## config.mk

```make
export PLATFORM = sky130hd
export DESIGN_NAME = piecewise_linear_tone_curve
export DESIGN_NICKNAME = d
export VERILOG_FILES = /design/src/rtl/core/plc_pkg.sv /design/src/rtl/core/plc_search_cell.sv /design/src/rtl/core/plc_div_cell.sv /design/src/rtl/core/piecewise_linear_tone_curve.sv
export SDC_FILE = /design/constraint.sdc
export NUM_CORES = 2
export LEC_CHECK = 0
export BUFFER_PORTS_ARGS = -buffer_cell sky130_fd_sc_hd__buf_2
export CAP_MARGIN = 10
export CORE_MARGIN = 5
export CORE_UTILIZATION = 67
export CTS_CLUSTER_DIAMETER = 150
export CTS_CLUSTER_SIZE = 16
export DETAILED_ROUTE_END_ITERATION = 8
export PLACE_DENSITY = 0.87
export SYNTH_ARGS = -nofsm -noshare
export SYNTH_HDL_FRONTEND = slang
export SYNTH_SLANG_ARGS = --single-unit
```

## constraint.sdc

```tcl
create_clock -name clk -period 12.7 [get_ports clk]
set_input_delay 1.27 -clock clk [delete_from_list [all_inputs] [get_ports clk]]
set_output_delay 1.27 -clock clk [all_outputs]
set_load 0.01 [all_outputs]
```

## src/rtl/core/plc_pkg.sv

```systemverilog
package plc_pkg;

    localparam int KNOT_BITS   = 8;
    localparam int REG_W       = 48;
    localparam int NUM_KNOTS_D = 6;
    localparam int LEVELS      = 256;
    localparam int PRODUCT_W   = 2 * KNOT_BITS;
    localparam int RES_W       = PRODUCT_W + 2;
    localparam int ADDR_W      = 4;
    localparam int DATA_W      = 64;

    localparam logic [REG_W-1:0] KNOT_X_RESET = 48'hFFC896643200;
    localparam logic [REG_W-1:0] KNOT_Y_RESET = 48'hFF964B281400;

    localparam logic [ADDR_W-1:0] ADDR_KNOT_X = 4'h0;
    localparam logic [ADDR_W-1:0] ADDR_KNOT_Y = 4'h8;

    typedef struct packed {
        logic [KNOT_BITS-1:0] level;
        logic                 found;
        logic                 direct;
        logic [KNOT_BITS-1:0] ydir;
        logic [KNOT_BITS-1:0] x0;
        logic [KNOT_BITS-1:0] x1;
        logic [KNOT_BITS-1:0] y0;
        logic [KNOT_BITS-1:0] y1;
    } search_word_t;

    typedef struct packed {
        logic [PRODUCT_W-1:0] num;
        logic [KNOT_BITS-1:0] rem;
        logic [PRODUCT_W-1:0] quo;
        logic [KNOT_BITS-1:0] dvs;
        logic                 neg;
        logic [KNOT_BITS-1:0] y0;
        logic                 direct;
        logic [KNOT_BITS-1:0] ydir;
    } div_word_t;

    function automatic logic [KNOT_BITS-1:0] knot_field(input logic [REG_W-1:0] packed_val,
                                                        input int k);
        logic [KNOT_BITS-1:0] f;
        f = '0;
        if (k * KNOT_BITS < REG_W)
        begin
            f = packed_val[k*KNOT_BITS +: KNOT_BITS];
        end
        return f;
    endfunction

endpackage

```

## src/rtl/core/plc_search_cell.sv

```systemverilog
module plc_search_cell
    import plc_pkg::*;
(
    input  logic                 clk,
    input  logic                 rst_n,
    input  logic                 is_first,
    input  logic [KNOT_BITS-1:0] x_prev,
    input  logic [KNOT_BITS-1:0] x_cur,
    input  logic [KNOT_BITS-1:0] y_prev,
    input  logic [KNOT_BITS-1:0] y_cur,
    input  logic                 in_valid,
    input  search_word_t         in_word,
    input  logic                 hold_in,
    output logic                 hold_out,
    output logic                 out_valid,
    output search_word_t         out_word
);

    logic         valid_reg;
    search_word_t word_reg;
    search_word_t word_next;

    assign hold_out  = valid_reg && hold_in;
    assign out_valid = valid_reg;
    assign out_word  = word_reg;

    always_comb
    begin
        word_next = in_word;
        if (!in_word.found && in_word.level <= x_cur)
        begin
            word_next.found = 1'b1;
            word_next.x0    = x_prev;
            word_next.x1    = x_cur;
            word_next.y0    = y_prev;
            word_next.y1    = y_cur;
            word_next.ydir  = y_cur;
            word_next.direct = is_first || (in_word.level == x_cur);
        end
    end

    always_ff @(posedge clk or negedge rst_n)
    begin
        if (!rst_n)
        begin
            valid_reg <= 1'b0;
        end
        else if (!hold_out)
        begin
            valid_reg <= in_valid;
        end
    end

    always_ff @(posedge clk)
    begin
        if (!hold_out)
        begin
            word_reg <= word_next;
        end
    end

endmodule

```

## src/rtl/core/plc_div_cell.sv

```systemverilog
module plc_div_cell
    import plc_pkg::*;
(
    input  logic      clk,
    input  logic      rst_n,
    input  logic      in_valid,
    input  div_word_t in_word,
    input  logic      hold_in,
    output logic      hold_out,
    output logic      out_valid,
    output div_word_t out_word
);

    logic               valid_reg;
    div_word_t          word_reg;
    div_word_t          word_next;
    logic [KNOT_BITS:0] trial;
    logic [KNOT_BITS:0] diff;

    assign hold_out  = valid_reg && hold_in;
    assign out_valid = valid_reg;
    assign out_word  = word_reg;

    always_comb
    begin
        word_next     = in_word;
        trial         = {in_word.rem, in_word.num[PRODUCT_W-1]};
        diff          = trial - {1'b0, in_word.dvs};
        word_next.num = {in_word.num[PRODUCT_W-2:0], 1'b0};
        if (trial >= {1'b0, in_word.dvs})
        begin
            word_next.rem = diff[KNOT_BITS-1:0];
            word_next.quo = {in_word.quo[PRODUCT_W-2:0], 1'b1};
        end
        else
        begin
            word_next.rem = trial[KNOT_BITS-1:0];
            word_next.quo = {in_word.quo[PRODUCT_W-2:0], 1'b0};
        end
    end

    always_ff @(posedge clk or negedge rst_n)
    begin
        if (!rst_n)
        begin
            valid_reg <= 1'b0;
        end
        else if (!hold_out)
        begin
            valid_reg <= in_valid;
        end
    end

    always_ff @(posedge clk)
    begin
        if (!hold_out)
        begin
            word_reg <= word_next;
        end
    end

endmodule

```

## src/rtl/core/piecewise_linear_tone_curve.sv

```systemverilog
// Channel   Direction  Handshake          Payload
// s_*       in         s_tvalid/s_tready  s_tdata[7:0] = level
// m_*       out        m_tvalid/m_tready  m_tdata[7:0] = mapped_level
// APB       in/out     psel/penable       knot_x_packed at 0x0, knot_y_packed at 0x8
//
// One word is accepted per cycle while s_tready is high; each word passes through every stage in order.
// The pipeline is one search cell per knot, a multiply stage, sixteen
// divider cells (one quotient bit each) and the output register.
// Reset clears all valid flags and loads the default knots.
// A stall on the output side fills empty stages first; s_tready falls only when
// every stage holds a word.
module piecewise_linear_tone_curve
    import plc_pkg::*;
#(
    parameter int NUM_KNOTS = NUM_KNOTS_D
)
(
    input  logic              clk,
    input  logic              rst_n,
    input  logic              s_tvalid,
    output logic              s_tready,
    input  logic [7:0]        s_tdata,   // [7:0] level
    output logic              m_tvalid,
    input  logic              m_tready,
    output logic [7:0]        m_tdata,   // [7:0] mapped_level
    input  logic              psel,
    input  logic              penable,
    input  logic              pwrite,
    input  logic [ADDR_W-1:0] paddr,
    input  logic [DATA_W-1:0] pwdata,
    output logic [DATA_W-1:0] prdata,
    output logic              pready
);

    logic [REG_W-1:0] knot_x_reg;
    logic [REG_W-1:0] knot_y_reg;

    assign pready = 1'b1;

    always_ff @(posedge clk or negedge rst_n)
    begin
        if (!rst_n)
        begin
            knot_x_reg <= KNOT_X_RESET;
            knot_y_reg <= KNOT_Y_RESET;
        end
        else if (psel && penable && pwrite)
        begin
            case (paddr)
                ADDR_KNOT_X: knot_x_reg <= pwdata[REG_W-1:0];
                ADDR_KNOT_Y: knot_y_reg <= pwdata[REG_W-1:0];
                default: ;
            endcase
        end
    end

    always_comb
    begin
        case (paddr)
            ADDR_KNOT_X: prdata = {{(DATA_W-REG_W){1'b0}}, knot_x_reg};
            ADDR_KNOT_Y: prdata = {{(DATA_W-REG_W){1'b0}}, knot_y_reg};
            default:     prdata = '0;
        endcase
    end

    logic         s_valid [0:NUM_KNOTS];
    search_word_t s_word  [0:NUM_KNOTS];
    logic         s_hold  [0:NUM_KNOTS];
    search_word_t s_word_first;

    logic         mul_valid_reg;
    div_word_t    mul_word_reg;
    div_word_t    mul_word_next;
    logic         mul_hold;

    logic         d_valid [0:PRODUCT_W];
    div_word_t    d_word  [0:PRODUCT_W];
    logic         d_hold  [0:PRODUCT_W];

    logic             out_valid_reg;
    logic [7:0]       out_data_reg;
    logic [7:0]       out_data_next;
    logic             out_hold;

    always_comb
    begin
        s_word_first       = '0;
        s_word_first.level = s_tdata;
    end

    assign s_word[0]  = s_word_first;
    assign s_valid[0] = s_tvalid;

    assign s_tready = !s_hold[0];

    for (genvar k = 0; k < NUM_KNOTS; k++)
    begin : g_search
        localparam int KP = (k == 0) ? 0 : k - 1;
        plc_search_cell u_cell (
            .clk      (clk),
            .rst_n    (rst_n),
            .is_first ((k == 0) ? 1'b1 : 1'b0),
            .x_prev   (knot_field(knot_x_reg, KP)),
            .x_cur    (knot_field(knot_x_reg, k)),
            .y_prev   (knot_field(knot_y_reg, KP)),
            .y_cur    (knot_field(knot_y_reg, k)),
            .in_valid (s_valid[k]),
            .in_word  (s_word[k]),
            .hold_in  (s_hold[k+1]),
            .hold_out (s_hold[k]),
            .out_valid(s_valid[k+1]),
            .out_word (s_word[k+1])
        );
    end

    assign mul_hold          = mul_valid_reg && d_hold[0];
    assign s_hold[NUM_KNOTS] = mul_hold;

    always_comb
    begin
        logic [KNOT_BITS-1:0] dx;
        logic [KNOT_BITS-1:0] dy_mag;
        logic                 dy_neg;
        search_word_t         w;
        w      = s_word[NUM_KNOTS];
        dx     = w.level - w.x0;
        dy_neg = w.y1 < w.y0;
        dy_mag = dy_neg ? (w.y0 - w.y1) : (w.y1 - w.y0);
        mul_word_next        = '0;
        mul_word_next.num    = {{KNOT_BITS{1'b0}}, dx} * {{KNOT_BITS{1'b0}}, dy_mag};
        mul_word_next.dvs    = w.x1 - w.x0;
        mul_word_next.neg    = dy_neg;
        mul_word_next.y0     = w.y0;
        mul_word_next.direct = w.direct || !w.found;
        mul_word_next.ydir   = w.found ? w.ydir : knot_field(knot_y_reg, NUM_KNOTS - 1);
    end

    always_ff @(posedge clk or negedge rst_n)
    begin
        if (!rst_n)
        begin
            mul_valid_reg <= 1'b0;
        end
        else if (!mul_hold)
        begin
            mul_valid_reg <= s_valid[NUM_KNOTS];
        end
    end

    always_ff @(posedge clk)
    begin
        if (!mul_hold)
        begin
            mul_word_reg <= mul_word_next;
        end
    end

    assign d_valid[0] = mul_valid_reg;
    assign d_word[0]  = mul_word_reg;

    for (genvar b = 0; b < PRODUCT_W; b++)
    begin : g_div
        plc_div_cell u_cell (
            .clk      (clk),
            .rst_n    (rst_n),
            .in_valid (d_valid[b]),
            .in_word  (d_word[b]),
            .hold_in  (d_hold[b+1]),
            .hold_out (d_hold[b]),
            .out_valid(d_valid[b+1]),
            .out_word (d_word[b+1])
        );
    end

    assign out_hold          = out_valid_reg && !m_tready;
    assign d_hold[PRODUCT_W] = out_hold;

    always_comb
    begin
        logic [PRODUCT_W:0]      q_up;
        logic signed [RES_W-1:0] q_s;
        logic signed [RES_W-1:0] sum;
        div_word_t               w;
        w    = d_word[PRODUCT_W];
        q_up = {1'b0, w.quo} + {{PRODUCT_W{1'b0}}, |w.rem};
        q_s  = w.neg ? -$signed({1'b0, q_up}) : $signed({2'b00, w.quo});
        sum  = q_s + $signed({{(RES_W-KNOT_BITS){1'b0}}, w.y0});
        if (w.direct)
        begin
            out_data_next = w.ydir;
        end
        else if (sum < 0)
        begin
            out_data_next = '0;
        end
        else if (sum > $signed(RES_W'(LEVELS - 1)))
        begin
            out_data_next = 8'(LEVELS - 1);
        end
        else
        begin
            out_data_next = sum[7:0];
        end
    end

    always_ff @(posedge clk or negedge rst_n)
    begin
        if (!rst_n)
        begin
            out_valid_reg <= 1'b0;
        end
        else if (!out_hold)
        begin
            out_valid_reg <= d_valid[PRODUCT_W];
        end
    end

    always_ff @(posedge clk)
    begin
        if (!out_hold)
        begin
            out_data_reg <= out_data_next;
        end
    end

    assign m_tvalid = out_valid_reg;
    assign m_tdata  = out_data_reg;

endmodule

```

==> impl_metrics.csv <==
group,metric,value,unit
job,maxCapViolations,0,
layout,n_fill_cell,4587,
layout,final_util,73.1,%
timing,period_share,63.5,%
worst_setup_path,crit_family,"adder cells",
timing,tns,0,ns
worst_hold_path,hp-class,"reg -> reg",
worst_setup_path,crit_path_top_delay_cell,"xnor2_1",
yosys,seq_area_frac_synth,66.0,%
route,vias_per_cell,6.23,
layout,drive_gt1_share,14.0,%
route,ant_nets,0,
timing,fin_crit,8.06,ns
placed_design,pre_cts_ws,4.91,ns
placed_design,routabilityCongestion,0.872,
route,vias,31312,
yosys,ys_ff_latch,1197,
yosys,yosysTopAreaCell,"edfxtp_1",
worst_setup_path,crit_path_frequent_cell,"inv_1",
global_routing,grt_max_degree,71,
yosys,synthesis.area,0.0537,mm^2
timing,fin_skew,0.0460,ns
clock_network,clk_pin_slew_worst_paths,0.08,ns
placed_design,place_hpwl,73300,um
placed_design,io_buffers,124,
route,dr.pass1.iters,8,
timing,finalMaxSlewViolations,0,
floorplanning,io_pins,158,
global_routing,grt-ovfl-total,0,
yosys,yosysTopAreaCellShare,60.3,%
timing,max-slew-margin-rel,22.8,%
worst_setup_path,path_buf_inv,6,
worst_setup_path,crit_type,"reg -> reg",
timing,hold_viol,0,
worst_setup_path,crit_fanout,12,
clock_network,clk_path_buf_depth,3,
route,drtIter0Drc,2825,
layout,largest_reg_flops,792,
worst_setup_path,cpPeakStageDelay,0.64,ns
yosys,ys_top_cells_by_count,"edfxtp_1, inv_1, ha_1, nand2_1, mux2_2",
worst_setup_path,cp.arrival,8.45,ns
yosys,synthFlopType,"edfxtp_1",
global_routing,grt_use_total,26.6,%
clock_network,cts-buffers-inserted,84,
worst_setup_path,crit_required,13.09,ns
layout,syn_to_final_growth,8.02,%
floorplanning,core.rowCount,103,
clock_network,htreeDepth,3,
timing,setup_ws,4.64,ns
yosys,ys_types,81,
timing,fmax,124,MHz
route,drt-total-wl,115000,um
floorplanning,die_area,0.0859,mm^2
floorplanning,initial_core_util,67.7,%
clock_network,cts_resized,0,
clock_network,cts_tree,"done",
yosys,synth-edff-count,1077,
timing,setup_viol,0,
yosys,yosysMostFrequentCell,"edfxtp_1",
yosys,syn_inst,3785,
route,drc,0,
clock_network,cts_hold_buf,0,
floorplanning,dieWidth,293,um
layout,nNetsFinal,4324,
worst_setup_path,setup.worst_path.end_class,"flip-flop",
timing,rsz0062_at_grt,"no",
floorplanning,die_h,293,um
global_routing,grt_pass1_wl,180000,um
yosys,syn_area_per_cell,14.2,um^2
worst_setup_path,critPathLaunchType,"flip-flop",
clock_network,cts.sink_count,1197,
timing,tightestPinTransition,1.16,ns
global_routing,grt_pass1_vias,32545,
global_routing,antenna_found_initial,1,
yosys,yosys_warnings,0,
route,wl_per_cell,22.9,um
yosys,async_flop_share,10.0,%
yosys,netlist_top_cells_area,"edfxtp_1, ha_1, mux2_2, dfrtp_1, o211ai_1",
floorplanning,core,0.0793,mm^2
clock_network,post-cts-setup-buffer-count,0,
clock_network,insertion_delay,0.68,ns
run_status,outcome,"finished clean",
clock_network,cts-root-buf,"clkbuf_16",
## worst register-to-register path, delay by kind of cell, from the launching register on
kind,cells,cell delay [ns]
buffers and inverters,6,0.46
XOR/XNOR,2,0.78
adder cells (fa/ha/maj),7,2.58
AO/OA/AOI/OAI,11,2.56
multiplexers,1,0.17
AND/OR/NAND/NOR,3,0.83
flip-flops,1,0.45
## cells in the final DEF (no fill, tap or decap), types with 61 or more instances in the layout
cell type / synthesis / final
buf_2: 6 / 123
clkbuf_16: 0 / 85
dfrtp_1: 79 / 79
edfxtp_1: 1077 / 1077
ha_1: 262 / 262
inv_1: 383 / 378
mux2_2: 203 / 203
nand2_1: 233 / 227
nand2b_1: 146 / 146
nor2_1: 185 / 184
nor2b_1: 62 / 62
o211ai_1: 197 / 197
o21ai_0: 165 / 165
xnor2_1: 61 / 61
## per-stage QoR
step                      area, um^2  std cells  hold slack [ns]
after floorplan                53700       3800            0.400
after global placement         55500       4885            0.400
after detailed placement       55500       4885            0.405
after CTS                      57900       5025            0.395
after global routing           58000       5028            0.414
final                          58000       5028            0.400
## final timing paths
check	start	endpoint	slack [ns]	cells after the start
hold / removal	g_div[13].u_cell.out_word[37]	g_div[14].u_cell.out_word[38]	0.40	0
max in group asynchronous	rst_n	g_div[12].u_cell.out_valid	10.63	2
setup / recovery	g_search[5].u_cell.out_word[32]	d_word[1120]	4.64	30
setup reg to reg	g_search[5].u_cell.out_word[32]	d_word[1120]	4.64	30
hold reg to reg	g_div[13].u_cell.out_word[37]	g_div[14].u_cell.out_word[38]	0.40	0
min in group asynchronous	rst_n	knot_y_reg[37]	0.55	1
## kinds of logic (layout without fill, tap and decap cells)
logic type	count (synthesis)	after routing	synth area share [%]
fa+ha+maj	318	318	8.20
xor+xnor	87	87	1.43
flops	1197	1197	66.0
mux	239	239	4.93
simple gates	767	767	7.09
buf+inv	509	686	3.72
other cells	2	18	0.0140
compound gates	666	666	8.66
## metal layers
| layer | global-route usage [%] | part of all wire (%) |
|---|---|---|
| met5 | 0 | 0 |
| met4 | 12.3 | 5.3 |
| met3 | 3.31 | 5.8 |
| met2 | 49.3 | 54 |
| met1 | 30.8 | 35 |
## cell type report
type                            instances  area (um^2)  area share (%)
Inverter                              383         1440            2.48
Multi-Input combinational cell       2094        16400            28.3
Tap cell                             1050         1310            2.27
Clock inverter                          7          158           0.272
Timing Repair Buffer                  163          952            1.64
Clock buffer                          133         2310            3.98
Antenna cell                            1         2.50         0.00432
Sequential cell                      1197        35400            61.1
Power is left out: the tool's default activity adds up to more than one toggle a clock period on the data nets, which glitch-free logic cannot reach.
